===== src/ssq_pkg.sv =====
package ssq_pkg;

   localparam int RING_DEPTH_DEF = 16;
   localparam int CNT_W_DEF      = $clog2(RING_DEPTH_DEF + 1);
   localparam int SEQ_W          = 32;
   localparam int LEN_W          = 16;
   localparam int TAG_W          = 16;

   typedef enum logic [1:0] {
      FUNC_RESTART = 2'd0,
      FUNC_ENQUEUE = 2'd1,
      FUNC_SEGMENT = 2'd2,
      FUNC_DISCARD = 2'd3
   } ssq_func_type;

   typedef enum logic [1:0] {
      STATUS_OK      = 2'd0,
      STATUS_WRAP    = 2'd1,
      STATUS_FULL    = 2'd2,
      STATUS_OUTSIDE = 2'd3
   } ssq_status_type;

   // what the output word is loaded from
   typedef enum logic [1:0] {
      OUT_PLAIN     = 2'd0,
      OUT_PEND_MID  = 2'd1,
      OUT_PEND_LAST = 2'd2
   } ssq_out_type;

   typedef struct packed {
      logic           load;
      logic           restart;
      logic           enqueue;
      logic           set_start;
      logic           scan_init;
      logic           skip;
      logic           take;
      logic           pop;
      logic           out_load;
      ssq_out_type    out_kind;
      ssq_status_type out_status;
   } ssq_cmd_type;

   typedef struct packed {
      ssq_func_type func;
      logic         enq_wrap;
      logic         ring_full;
      logic         range_ok;
      logic         scan_done;
      logic         ent_le_from;
      logic         ent_le_to;
      logic         pend_valid;
      logic         out_last;
   } ssq_stat_type;

   // modulo 2^32 ordering: a before b when the difference is negative
   function automatic logic seq_lt(input logic [SEQ_W-1:0] a, input logic [SEQ_W-1:0] b);
      logic [SEQ_W-1:0] d;
      d = a - b;
      return d[SEQ_W-1];
   endfunction

   function automatic logic seq_le(input logic [SEQ_W-1:0] a, input logic [SEQ_W-1:0] b);
      return (a == b) || seq_lt(a, b);
   endfunction

endpackage


===== src/ssq_req_if.sv =====
interface ssq_req_if;
   logic                        valid;
   logic                        ready;
   ssq_pkg::ssq_func_type       func;
   logic [ssq_pkg::SEQ_W-1:0]   sequence_req;
   logic [ssq_pkg::LEN_W-1:0]   length;
   logic [ssq_pkg::TAG_W-1:0]   message_handle;

   modport source (output valid, output func, output sequence_req, output length,
                   output message_handle, input ready);
   modport sink (input valid, input func, input sequence_req, input length,
                 input message_handle, output ready);
endinterface


===== src/ssq_rsp_if.sv =====
interface ssq_rsp_if #(
   parameter int CNT_W = ssq_pkg::CNT_W_DEF
);
   logic                        valid;
   logic                        ready;
   ssq_pkg::ssq_status_type     status;
   logic [ssq_pkg::SEQ_W-1:0]   window_start;
   logic [ssq_pkg::SEQ_W-1:0]   window_end;
   logic                        entry_valid;
   logic [ssq_pkg::SEQ_W-1:0]   entry_end_sequence;
   logic [ssq_pkg::TAG_W-1:0]   entry_handle;
   logic [CNT_W-1:0]            entry_count;
   logic                        last;

   modport source (output valid, output status, output window_start, output window_end,
                   output entry_valid, output entry_end_sequence, output entry_handle,
                   output entry_count, output last, input ready);
   modport sink (input valid, input status, input window_start, input window_end,
                 input entry_valid, input entry_end_sequence, input entry_handle,
                 input entry_count, input last, output ready);
endinterface


===== src/ssq_ram.sv =====
module ssq_ram #(
   parameter int WIDTH = 48,
   parameter int DEPTH = 16
) (
   input  logic                     clock,
   input  logic                     wr_en,
   input  logic [$clog2(DEPTH)-1:0] wr_addr,
   input  logic [WIDTH-1:0]         wr_data,
   input  logic [$clog2(DEPTH)-1:0] rd_addr,
   output logic [WIDTH-1:0]         rd_data
);

   logic [WIDTH-1:0] mem_ff [DEPTH];
   logic [WIDTH-1:0] rd_data_ff;

   always_ff @(posedge clock) begin
      if (wr_en) begin
         mem_ff[wr_addr] <= wr_data;
      end
      rd_data_ff <= mem_ff[rd_addr];
   end

   assign rd_data = rd_data_ff;

endmodule


===== src/ssq_datapath.sv =====
module ssq_datapath #(
   parameter int RING_DEPTH = ssq_pkg::RING_DEPTH_DEF,
   parameter int CNT_W      = $clog2(RING_DEPTH + 1)
) (
   input  logic                      clock,
   input  logic                      reset,
   input  ssq_pkg::ssq_cmd_type      cmd,
   output ssq_pkg::ssq_stat_type     stat,
   input  ssq_pkg::ssq_func_type     req_func,
   input  logic [ssq_pkg::SEQ_W-1:0] req_sequence_req,
   input  logic [ssq_pkg::LEN_W-1:0] req_length,
   input  logic [ssq_pkg::TAG_W-1:0] req_message_handle,
   output ssq_pkg::ssq_status_type   rsp_status,
   output logic [ssq_pkg::SEQ_W-1:0] rsp_window_start,
   output logic [ssq_pkg::SEQ_W-1:0] rsp_window_end,
   output logic                      rsp_entry_valid,
   output logic [ssq_pkg::SEQ_W-1:0] rsp_entry_end_sequence,
   output logic [ssq_pkg::TAG_W-1:0] rsp_entry_handle,
   output logic [CNT_W-1:0]          rsp_entry_count,
   output logic                      rsp_last
);

   localparam int SEQ_W = ssq_pkg::SEQ_W;
   localparam int TAG_W = ssq_pkg::TAG_W;
   localparam int IDX_W = $clog2(RING_DEPTH);
   localparam int SUM_W = CNT_W + 1;
   localparam int RAM_W = SEQ_W + TAG_W;

   // latched request
   ssq_pkg::ssq_func_type func_ff, func_in;
   logic [SEQ_W-1:0] seq_ff, seq_in;
   logic [SEQ_W-1:0] to_ff, to_in;
   logic [SEQ_W-1:0] ne_ff, ne_in;
   logic [TAG_W-1:0] tag_ff, tag_in;

   // window and ring control
   logic [SEQ_W-1:0] start_ff, start_in;
   logic [SEQ_W-1:0] end_ff, end_in;
   logic [IDX_W-1:0] head_ff, head_in;
   logic [CNT_W-1:0] count_ff, count_in;
   logic [CNT_W-1:0] k_ff, k_in;

   // boundary held back until we know whether it is the last one listed
   logic             pend_valid_ff, pend_valid_in;
   logic [SEQ_W-1:0] pend_seq_ff, pend_seq_in;
   logic [TAG_W-1:0] pend_tag_ff, pend_tag_in;

   // output word
   ssq_pkg::ssq_status_type status_ff, status_in;
   logic             ent_valid_ff, ent_valid_in;
   logic [SEQ_W-1:0] eseq_ff, eseq_in;
   logic [TAG_W-1:0] etag_ff, etag_in;
   logic             last_ff, last_in;

   logic [SUM_W-1:0] rd_sum, wr_sum, rd_slot, wr_slot;
   logic [IDX_W-1:0] head_next;
   logic             ram_we;
   logic [RAM_W-1:0] ram_rd_data;
   logic [SEQ_W-1:0] ram_seq;
   logic [TAG_W-1:0] ram_tag;

   always_comb begin
      rd_sum  = SUM_W'(head_ff) + SUM_W'(k_ff);
      wr_sum  = SUM_W'(head_ff) + SUM_W'(count_ff);
      rd_slot = (rd_sum >= SUM_W'(RING_DEPTH)) ? rd_sum - SUM_W'(RING_DEPTH) : rd_sum;
      wr_slot = (wr_sum >= SUM_W'(RING_DEPTH)) ? wr_sum - SUM_W'(RING_DEPTH) : wr_sum;
      head_next = (head_ff == IDX_W'(RING_DEPTH - 1)) ? '0 : head_ff + IDX_W'(1);
   end

   assign ram_seq = ram_rd_data[RAM_W-1:TAG_W];
   assign ram_tag = ram_rd_data[TAG_W-1:0];

   ssq_ram #(
      .WIDTH (RAM_W),
      .DEPTH (RING_DEPTH)
   ) u_ring (
      .clock   (clock),
      .wr_en   (ram_we),
      .wr_addr (wr_slot[IDX_W-1:0]),
      .wr_data ({ne_ff, tag_ff}),
      .rd_addr (rd_slot[IDX_W-1:0]),
      .rd_data (ram_rd_data)
   );

   always_comb begin
      func_in       = func_ff;
      seq_in        = seq_ff;
      to_in         = to_ff;
      ne_in         = ne_ff;
      tag_in        = tag_ff;
      start_in      = start_ff;
      end_in        = end_ff;
      head_in       = head_ff;
      count_in      = count_ff;
      k_in          = k_ff;
      pend_valid_in = pend_valid_ff;
      pend_seq_in   = pend_seq_ff;
      pend_tag_in   = pend_tag_ff;
      status_in     = status_ff;
      ent_valid_in  = ent_valid_ff;
      eseq_in       = eseq_ff;
      etag_in       = etag_ff;
      last_in       = last_ff;
      ram_we        = 1'b0;

      if (cmd.load) begin
         func_in = req_func;
         seq_in  = req_sequence_req;
         to_in   = req_sequence_req + SEQ_W'(req_length);
         ne_in   = end_ff + SEQ_W'(req_length);
         tag_in  = req_message_handle;
      end
      if (cmd.restart) begin
         start_in = seq_ff;
         end_in   = seq_ff;
         head_in  = '0;
         count_in = '0;
      end
      if (cmd.enqueue) begin
         end_in   = ne_ff;
         count_in = count_ff + CNT_W'(1);
         ram_we   = 1'b1;
      end
      if (cmd.set_start) begin
         start_in = seq_ff;
      end
      if (cmd.scan_init) begin
         k_in          = '0;
         pend_valid_in = 1'b0;
      end
      if (cmd.skip) begin
         k_in = k_ff + CNT_W'(1);
      end
      if (cmd.take) begin
         pend_valid_in = 1'b1;
         pend_seq_in   = ram_seq;
         pend_tag_in   = ram_tag;
         k_in          = k_ff + CNT_W'(1);
      end
      if (cmd.pop) begin
         head_in  = head_next;
         count_in = count_ff - CNT_W'(1);
      end
      if (cmd.out_load) begin
         status_in    = cmd.out_status;
         ent_valid_in = 1'b0;
         eseq_in      = '0;
         etag_in      = '0;
         last_in      = 1'b1;
         case (cmd.out_kind)
            ssq_pkg::OUT_PEND_MID: begin
               ent_valid_in = 1'b1;
               eseq_in      = pend_seq_ff;
               etag_in      = pend_tag_ff;
               last_in      = 1'b0;
            end
            ssq_pkg::OUT_PEND_LAST: begin
               ent_valid_in = 1'b1;
               eseq_in      = pend_seq_ff;
               etag_in      = pend_tag_ff;
            end
            default: ;
         endcase
      end
   end

   always_ff @(posedge clock) begin
      if (reset) begin
         start_ff      <= '0;
         end_ff        <= '0;
         head_ff       <= '0;
         count_ff      <= '0;
         k_ff          <= '0;
         pend_valid_ff <= 1'b0;
      end else begin
         start_ff      <= start_in;
         end_ff        <= end_in;
         head_ff       <= head_in;
         count_ff      <= count_in;
         k_ff          <= k_in;
         pend_valid_ff <= pend_valid_in;
      end
      func_ff      <= func_in;
      seq_ff       <= seq_in;
      to_ff        <= to_in;
      ne_ff        <= ne_in;
      tag_ff       <= tag_in;
      pend_seq_ff  <= pend_seq_in;
      pend_tag_ff  <= pend_tag_in;
      status_ff    <= status_in;
      ent_valid_ff <= ent_valid_in;
      eseq_ff      <= eseq_in;
      etag_ff      <= etag_in;
      last_ff      <= last_in;
   end

   always_comb begin
      stat.func        = func_ff;
      stat.enq_wrap    = ssq_pkg::seq_lt(ne_ff, start_ff);
      stat.ring_full   = (count_ff >= CNT_W'(RING_DEPTH));
      stat.range_ok    = ssq_pkg::seq_le(start_ff, seq_ff) &&
                         ((func_ff == ssq_pkg::FUNC_DISCARD) ? ssq_pkg::seq_le(seq_ff, end_ff)
                                                             : ssq_pkg::seq_le(to_ff, end_ff));
      stat.scan_done   = (k_ff == count_ff);
      stat.ent_le_from = ssq_pkg::seq_le(ram_seq, seq_ff);
      stat.ent_le_to   = ssq_pkg::seq_le(ram_seq, to_ff);
      stat.pend_valid  = pend_valid_ff;
      stat.out_last    = last_ff;
   end

   assign rsp_status             = status_ff;
   assign rsp_window_start       = start_ff;
   assign rsp_window_end         = end_ff;
   assign rsp_entry_valid        = ent_valid_ff;
   assign rsp_entry_end_sequence = eseq_ff;
   assign rsp_entry_handle       = etag_ff;
   assign rsp_entry_count        = count_ff;
   assign rsp_last               = last_ff;

   a_count_bound: assert property (@(posedge clock) disable iff (reset)
      count_ff <= CNT_W'(RING_DEPTH))
      else $error("ring fill count above depth");

   a_no_write_full: assert property (@(posedge clock) disable iff (reset)
      cmd.enqueue |-> !stat.ring_full && !stat.enq_wrap)
      else $error("boundary appended to full ring or wrapped window");

   a_pop_count: assert property (@(posedge clock) disable iff (reset)
      cmd.pop |-> count_ff != '0 ##1 count_ff == $past(count_ff) - CNT_W'(1))
      else $error("pop on empty ring or count not decremented");

   a_mid_needs_pend: assert property (@(posedge clock) disable iff (reset)
      (cmd.out_load && cmd.out_kind == ssq_pkg::OUT_PEND_MID) |-> pend_valid_ff && cmd.take)
      else $error("non-final entry word without held boundary");

endmodule


===== src/ssq_ctrl.sv =====
module ssq_ctrl (
   input  logic                  clock,
   input  logic                  reset,
   input  logic                  req_valid,
   output logic                  req_ready,
   output logic                  rsp_valid,
   input  logic                  rsp_ready,
   input  ssq_pkg::ssq_stat_type stat,
   output ssq_pkg::ssq_cmd_type  cmd
);

   typedef enum logic [4:0] {
      ST_IDLE = 5'b00001,
      ST_EXEC = 5'b00010,
      ST_SCAN = 5'b00100,
      ST_TEST = 5'b01000,
      ST_RESP = 5'b10000
   } state_type;

   state_type state_ff, state_in;
   logic      finish;

   always_comb begin
      state_in       = state_ff;
      cmd            = '0;
      cmd.out_kind   = ssq_pkg::OUT_PLAIN;
      cmd.out_status = ssq_pkg::STATUS_OK;
      req_ready      = 1'b0;
      rsp_valid      = 1'b0;
      finish         = 1'b0;

      case (state_ff)
         ST_IDLE: begin
            req_ready = 1'b1;
            if (req_valid) begin
               cmd.load = 1'b1;
               state_in = ST_EXEC;
            end
         end
         ST_EXEC: begin
            case (stat.func)
               ssq_pkg::FUNC_RESTART: begin
                  cmd.restart  = 1'b1;
                  cmd.out_load = 1'b1;
                  state_in     = ST_RESP;
               end
               ssq_pkg::FUNC_ENQUEUE: begin
                  cmd.out_load = 1'b1;
                  if (stat.enq_wrap) begin
                     cmd.out_status = ssq_pkg::STATUS_WRAP;
                  end else if (stat.ring_full) begin
                     cmd.out_status = ssq_pkg::STATUS_FULL;
                  end else begin
                     cmd.enqueue = 1'b1;
                  end
                  state_in = ST_RESP;
               end
               default: begin
                  // segment and discard both walk the ring if the range lies in the window
                  if (!stat.range_ok) begin
                     cmd.out_load   = 1'b1;
                     cmd.out_status = ssq_pkg::STATUS_OUTSIDE;
                     state_in       = ST_RESP;
                  end else begin
                     cmd.set_start = (stat.func == ssq_pkg::FUNC_DISCARD);
                     cmd.scan_init = 1'b1;
                     state_in      = ST_SCAN;
                  end
               end
            endcase
         end
         ST_SCAN: begin
            // ring read address settles here, data is compared next cycle
            if (stat.scan_done) begin
               finish = 1'b1;
            end else begin
               state_in = ST_TEST;
            end
         end
         ST_TEST: begin
            if (stat.func == ssq_pkg::FUNC_DISCARD) begin
               if (stat.ent_le_from) begin
                  cmd.pop  = 1'b1;
                  state_in = ST_SCAN;
               end else begin
                  finish = 1'b1;
               end
            end else if (!stat.pend_valid && stat.ent_le_from) begin
               cmd.skip = 1'b1;
               state_in = ST_SCAN;
            end else if (stat.ent_le_to) begin
               cmd.take = 1'b1;
               if (stat.pend_valid) begin
                  cmd.out_load = 1'b1;
                  cmd.out_kind = ssq_pkg::OUT_PEND_MID;
                  state_in     = ST_RESP;
               end else begin
                  state_in = ST_SCAN;
               end
            end else begin
               finish = 1'b1;
            end
         end
         ST_RESP: begin
            rsp_valid = 1'b1;
            if (rsp_ready) begin
               if (stat.out_last) begin
                  state_in = ST_IDLE;
               end else begin
                  state_in = ST_SCAN;
               end
            end
         end
         default: begin
            state_in = ST_IDLE;
         end
      endcase

      if (finish) begin
         cmd.out_load = 1'b1;
         if (stat.func == ssq_pkg::FUNC_SEGMENT && stat.pend_valid) begin
            cmd.out_kind = ssq_pkg::OUT_PEND_LAST;
         end
         state_in = ST_RESP;
      end
   end

   always_ff @(posedge clock) begin
      if (reset) begin
         state_ff <= ST_IDLE;
      end else begin
         state_ff <= state_in;
      end
   end

   a_one_word_per_accept: assert property (@(posedge clock) disable iff (reset)
      (req_valid && req_ready) |=> !rsp_valid)
      else $error("response word without execute cycle");

   a_last_returns_idle: assert property (@(posedge clock) disable iff (reset)
      (rsp_valid && rsp_ready && stat.out_last) |=> req_ready)
      else $error("final word taken but not ready for next request");

   a_mid_continues: assert property (@(posedge clock) disable iff (reset)
      (rsp_valid && rsp_ready && !stat.out_last) |=> (state_ff == ST_SCAN))
      else $error("non-final word did not resume the ring walk");

endmodule


===== src/sequence_send_queue_core.sv =====
// Restart, enqueue and rejected requests present their one word after the execute state.
// Segment and discard walk the ring, each boundary read in a scan state (RAM read) and then
// compared in a test state; a further listed boundary follows once the previous word is taken.
// Throughput: one request at a time; the next is accepted the cycle after the final word goes.
// Reset (synchronous): window start/end, ring head and fill count cleared; ring RAM not cleared.
module sequence_send_queue_core #(
   parameter int RING_DEPTH = ssq_pkg::RING_DEPTH_DEF
) (
   input  logic      clock,
   input  logic      reset,
   ssq_req_if.sink   req_bus,
   ssq_rsp_if.source rsp_bus
);

   localparam int CNT_W = $clog2(RING_DEPTH + 1);

   ssq_pkg::ssq_cmd_type  cmd;
   ssq_pkg::ssq_stat_type stat;

   ssq_ctrl u_ctrl (
      .clock     (clock),
      .reset     (reset),
      .req_valid (req_bus.valid),
      .req_ready (req_bus.ready),
      .rsp_valid (rsp_bus.valid),
      .rsp_ready (rsp_bus.ready),
      .stat      (stat),
      .cmd       (cmd)
   );

   ssq_datapath #(
      .RING_DEPTH (RING_DEPTH),
      .CNT_W      (CNT_W)
   ) u_datapath (
      .clock                  (clock),
      .reset                  (reset),
      .cmd                    (cmd),
      .stat                   (stat),
      .req_func               (req_bus.func),
      .req_sequence_req       (req_bus.sequence_req),
      .req_length             (req_bus.length),
      .req_message_handle     (req_bus.message_handle),
      .rsp_status             (rsp_bus.status),
      .rsp_window_start       (rsp_bus.window_start),
      .rsp_window_end         (rsp_bus.window_end),
      .rsp_entry_valid        (rsp_bus.entry_valid),
      .rsp_entry_end_sequence (rsp_bus.entry_end_sequence),
      .rsp_entry_handle       (rsp_bus.entry_handle),
      .rsp_entry_count        (rsp_bus.entry_count),
      .rsp_last               (rsp_bus.last)
   );

endmodule

===== src/flat_wrapper.sv =====
// flat-port wrapper written by rule: the top's interface ports become plain ports
module sequence_send_queue_core_flat 
#(
   parameter int RING_DEPTH = ssq_pkg::RING_DEPTH_DEF
)
  (clock, reset, req_bus_valid, req_bus_func, req_bus_sequence_req, req_bus_length, req_bus_message_handle, req_bus_ready, rsp_bus_valid, rsp_bus_status, rsp_bus_window_start, rsp_bus_window_end, rsp_bus_entry_valid, rsp_bus_entry_end_sequence, rsp_bus_entry_handle, rsp_bus_entry_count, rsp_bus_last, rsp_bus_ready);
  ssq_req_if req_bus_i ();
  ssq_rsp_if rsp_bus_i ();
  input  logic clock;
  input  logic reset;
  input wire logic [$bits(req_bus_i.valid)-1:0] req_bus_valid;
  input wire logic [$bits(req_bus_i.func)-1:0] req_bus_func;
  input wire logic [$bits(req_bus_i.sequence_req)-1:0] req_bus_sequence_req;
  input wire logic [$bits(req_bus_i.length)-1:0] req_bus_length;
  input wire logic [$bits(req_bus_i.message_handle)-1:0] req_bus_message_handle;
  output wire logic [$bits(req_bus_i.ready)-1:0] req_bus_ready;
  output wire logic [$bits(rsp_bus_i.valid)-1:0] rsp_bus_valid;
  output wire logic [$bits(rsp_bus_i.status)-1:0] rsp_bus_status;
  output wire logic [$bits(rsp_bus_i.window_start)-1:0] rsp_bus_window_start;
  output wire logic [$bits(rsp_bus_i.window_end)-1:0] rsp_bus_window_end;
  output wire logic [$bits(rsp_bus_i.entry_valid)-1:0] rsp_bus_entry_valid;
  output wire logic [$bits(rsp_bus_i.entry_end_sequence)-1:0] rsp_bus_entry_end_sequence;
  output wire logic [$bits(rsp_bus_i.entry_handle)-1:0] rsp_bus_entry_handle;
  output wire logic [$bits(rsp_bus_i.entry_count)-1:0] rsp_bus_entry_count;
  output wire logic [$bits(rsp_bus_i.last)-1:0] rsp_bus_last;
  input wire logic [$bits(rsp_bus_i.ready)-1:0] rsp_bus_ready;
  assign req_bus_i.valid = req_bus_valid;
  assign req_bus_i.func = req_bus_func;
  assign req_bus_i.sequence_req = req_bus_sequence_req;
  assign req_bus_i.length = req_bus_length;
  assign req_bus_i.message_handle = req_bus_message_handle;
  assign req_bus_ready = req_bus_i.ready;
  assign rsp_bus_valid = rsp_bus_i.valid;
  assign rsp_bus_status = rsp_bus_i.status;
  assign rsp_bus_window_start = rsp_bus_i.window_start;
  assign rsp_bus_window_end = rsp_bus_i.window_end;
  assign rsp_bus_entry_valid = rsp_bus_i.entry_valid;
  assign rsp_bus_entry_end_sequence = rsp_bus_i.entry_end_sequence;
  assign rsp_bus_entry_handle = rsp_bus_i.entry_handle;
  assign rsp_bus_entry_count = rsp_bus_i.entry_count;
  assign rsp_bus_last = rsp_bus_i.last;
  assign rsp_bus_i.ready = rsp_bus_ready;
  sequence_send_queue_core #(.RING_DEPTH(RING_DEPTH)) u_core (.clock(clock), .reset(reset), .req_bus(req_bus_i), .rsp_bus(rsp_bus_i));
endmodule

===== config.mk =====
export PLATFORM = sky130hd
export DESIGN_NAME = sequence_send_queue_core_flat
export DESIGN_NICKNAME = d
export VERILOG_FILES = /design/src/ssq_pkg.sv /design/src/ssq_req_if.sv /design/src/ssq_rsp_if.sv /design/src/ssq_ram.sv /design/src/ssq_datapath.sv /design/src/ssq_ctrl.sv /design/src/sequence_send_queue_core.sv /design/src/flat_wrapper.sv
export SDC_FILE = /design/constraint.sdc
export NUM_CORES = 1
export LEC_CHECK = 0
export ABC_AREA = 1
export BUFFER_PORTS_ARGS = -buffer_cell sky130_fd_sc_hd__buf_2
export CORE_ASPECT_RATIO = 0.6
export CORE_MARGIN = 5
export CORE_UTILIZATION = 56
export DETAILED_ROUTE_END_ITERATION = 6
export HOLD_SLACK_MARGIN = 0.1
export PLACE_DENSITY = 0.82
export SLEW_MARGIN = 5
export SYNTH_ARGS = -nofsm -noshare
export SYNTH_HDL_FRONTEND = slang
export SYNTH_SLANG_ARGS = --single-unit

===== constraint.sdc =====
create_clock -name clock -period 6.3 [get_ports clock]
set_clock_uncertainty 0.05 [all_clocks]
set_input_delay 1.26 -clock clock [delete_from_list [all_inputs] [get_ports clock]]
set_output_delay 1.26 -clock clock [all_outputs]
set_load 0.02 [all_outputs]

==> flow_summary.toml <==
[run_status]
status = "finished clean"

[synth]
synth_top_family_by_area = "compound AO/OA/AOI/OAI gates"
synth_edf_count = 982
ys_top_cells_by_area = "edfxtp_1, ha_1, dfxtp_1"
synth_compound_area_frac = 0.108
ys.flop_type = "edfxtp_1"
yosysSeqAreaShare = 0.647
ys_async_sr_fraction = 0
yosysUniqueCellTypes = 55
yosysTopAreaCellShare = 0.594
synthCells = 4222
yosysTopAreaCell = "edfxtp_1"
synthAdderAreaFrac = 0.0590
ys_warn_count = 0
synth_xor_xnor_area_share = 0.0143
synth_seq_cells = 1114
synth.area.mux_share = 0.0387
syn_area_sq_um = 49700
synth.avg_cell_area_sq_um = 11.8
synth_fp_nets = 4524
synth-simple-area-share = 0.0776

[pwr]
swShare = 0.245
seq_power_share = 0.541
p_leak_nw = 20.8
power_density_nw_per_um2 = 294
p_clk_frac = 0.379
ir_worst_vdd_uv = 220
combPwrFrac = 0.080
total_power_mw = 16.2
switchingPower_mw = 3.97
internal_power_mw = 12.2

[final_layout]
final_nets = 4678
drive_gt1_frac = 0.103
layout_commonest_cell = "edfxtp_1"
syn_to_final_growth_pct = 10.9
final_cell_mix = "edfxtp_1, inv_1, nand2_1, o21ai_0, a21oi_1"
num_antenna_cells = 0

[grt]
grt_overflow = 0
grt.met2_usage = 0.397
grtUsageMet3 = 0.0911
grtUsageMet1 = 0.411
first_global_vias = 31991
track_usage = 0.277
antenna_found_initial = 2
grt_pass1_wl_um = 198000
grt_max_degree = 140
busiest_layer = "met1"

[clock_network]
clockBufferDepth = 3
cts_setup_buffers = 0
cts_tree = "done"
cts_root_buf = "clkbuf_16"
clock_sinks = 1114
htree_num_levels = 3
cts_buffers = 94
clock_latency_ns = 0.70
clk_pin_slew_ns = 0.07
post_cts_resized = 0
hold_buffers = 0

[die]
ioPinCount = 193
core-area_sq_um = 87800
initial_core_util = 0.566
die_h_um = 241
die_w_um = 395
dieArea_sq_um = 95000
rows = 84

[routing]
dr.pass1.iters = 7
wl_per_cell_um = 24.0
remaining_drc_errors = 0
drtIter0Drc = 4633
via_per_inst = 6.02
wl_um = 135000
dr_total_vias = 33816
antenna_left = 0

[worst_setup_path]
critical_path.most_common_cell = "nand2_1"
cp_max_fo = 20
cp_slowest_stage_delay_ns = 0.84
worst_setup_path_start_kind = "register"
critPathCaptureType = "register"
crit_required_ns = 6.60
critPathKind = "register to register"
path_cells = "ha_1, a21oi_1, nor2_1, nor3_1, nand2_1, nand2_1, nand2_1, nand2_1, nand3_1, nand2_1, nand2_2, inv_1, nand3_1, nor2_4, buf_4"
arrival_ns = 5.28
slowest_stage = "nor2_4"

[placement]
portBuffers = 192
dpl.hpwl_um = 83500
gp_congestion = 1.01

[timing]
fin_crit_sh = 0.791
slew_viol_final = 0
rsz0062_at_grt = "false"
hold_violations = 0
fin_tns_setup_ns = 0
fmax_mhz = 201
finalCriticalPeriod_ns = 4.98
setup_viol = 0
tightest_slew_ns = 1.23
relSlewSlack = 0.183

[min_path]
hold_class = "register to register"

[job]
drv_cap = 0
==> path summary, 6_finish.rpt <==
path / from / to / slack [ns] / depth (start not counted)
max: u_core.u_datapath.ne_ff[4]$_DFFE_PP_ / u_core.u_datapath.u_ring.mem_ff[14][13]$_DFFE_PP_ / 1.32 / 15
min: u_core.u_datapath.u_ring.rd_data[13]$_DFF_P_ / u_core.u_datapath.pend_tag_ff[13]$_DFFE_PP_ / 0.35 / 0
max reg2reg: u_core.u_datapath.ne_ff[4]$_DFFE_PP_ / u_core.u_datapath.u_ring.mem_ff[14][13]$_DFFE_PP_ / 1.32 / 15
min reg2reg: u_core.u_datapath.u_ring.rd_data[13]$_DFF_P_ / u_core.u_datapath.pend_tag_ff[13]$_DFFE_PP_ / 0.35 / 0
==> cell type report <==
cell class	instances	area, sq um
Clock inverter	59	732
Clock buffer	118	2480
Fill cell	6434	32600
Timing Repair Buffer	234	1330
Inverter	534	2020
Tap cell	1161	1450
Multi-Input combinational cell	2398	15000
Sequential cell	1114	32100
==> logic make-up after synthesis <==
| kind of cell | after synthesis |
|---|---|
| DFF | 1114 |
| muxes | 192 |
| AOI/OAI and AO/OA | 988 |
| and+or+nand+nor | 905 |
| buffers and inverters | 710 |
| xor gates and xnor gates | 81 |
| adders and majority gates | 232 |
==> synthesized netlist by cell type (4+ instances only) <==
cell / count
a21o_1: 7
a21oi_1: 388
a21oi_2: 5
a31oi_1: 50
buf_1: 11
buf_2: 34
buf_4: 7
buf_6: 5
clkbuf_1: 118
dfxtp_1: 132
edfxtp_1: 982
fa_1: 4
ha_1: 228
inv_1: 527
inv_2: 6
mux2i_1: 192
nand2_1: 486
nand2_2: 4
nand3_1: 90
nand3b_1: 7
nand4_1: 27
nor2_1: 218
nor2_2: 17
nor3_1: 26
nor4_1: 11
o211ai_1: 99
o21a_1: 4
o21ai_0: 397
o21ai_1: 24
xnor2_1: 22
xor2_1: 59
==> through the flow <==
| stage | worst slack [ns] | instance area, sq um | utilization | cells | hold slack (ns) |
|---|---|---|---|---|---|
| finish | 1.32 | 55100 | 0.628 | 5618 | 0.350 |
| global route | 1.15 | 55100 | 0.628 | 5618 | 0.360 |
| CTS | 1.54 | 55100 | 0.628 | 5618 | 0.355 |
| detailed placement | 1.57 | 51900 | 0.591 | 5441 | 0.339 |
| global placement | 1.71 | 51900 | 0.591 | 5441 | 0.337 |
| floorplan | 0.848 | 49700 | - | 4222 | 0.336 |
==> layer usage <==
metal / vias up / share of wire / wire length (um)
met1: 16309 / 0.42 / 56000
met2: 2048 / 0.42 / 56900
li1: 15222 / - / -
met5: - / 0.00022 / 30
met4: 2 / 0.023 / 3160
met3: 235 / 0.14 / 18600
==> power groups by stage <==
stage	Combinational, mW	Clock (mW)	Sequential [mW]
detailed placement	1.24	0	8.92
global placement	1.21	0	8.90
global route	1.42	6.51	8.79
CTS	1.25	6.18	8.76
floorplan	0.759	0	8.81
finish	1.30	6.14	8.77
==> worst max-delay path, delay by kind of cell, from the launching register on <==
kind                       cells  cell delay, ns
AOI/OAI and AO/OA              1            0.14
and+or+nand+nor               11            2.62
adders and majority gates      1            0.37
DFF                            1            0.74
buffers and inverters          2            0.68
==> registers in the layout (all words and copies together), names as in the netlist, 16 cells and up <==
name / flops
u_core.u_datapath.ne_ff: 32
u_core.u_datapath.pend_seq_ff: 32
u_core.u_datapath.pend_tag_ff: 16
u_core.u_datapath.rsp_entry_end_sequence: 32
u_core.u_datapath.rsp_entry_handle: 16
u_core.u_datapath.rsp_window_end: 32
u_core.u_datapath.rsp_window_start: 32
u_core.u_datapath.seq_ff: 32
u_core.u_datapath.tag_ff: 16
u_core.u_datapath.to_ff: 32
u_core.u_datapath.u_ring.mem_ff: 768
u_core.u_datapath.u_ring.rd_data: 48
Note: power is estimated with default switching activity, not from simulation.
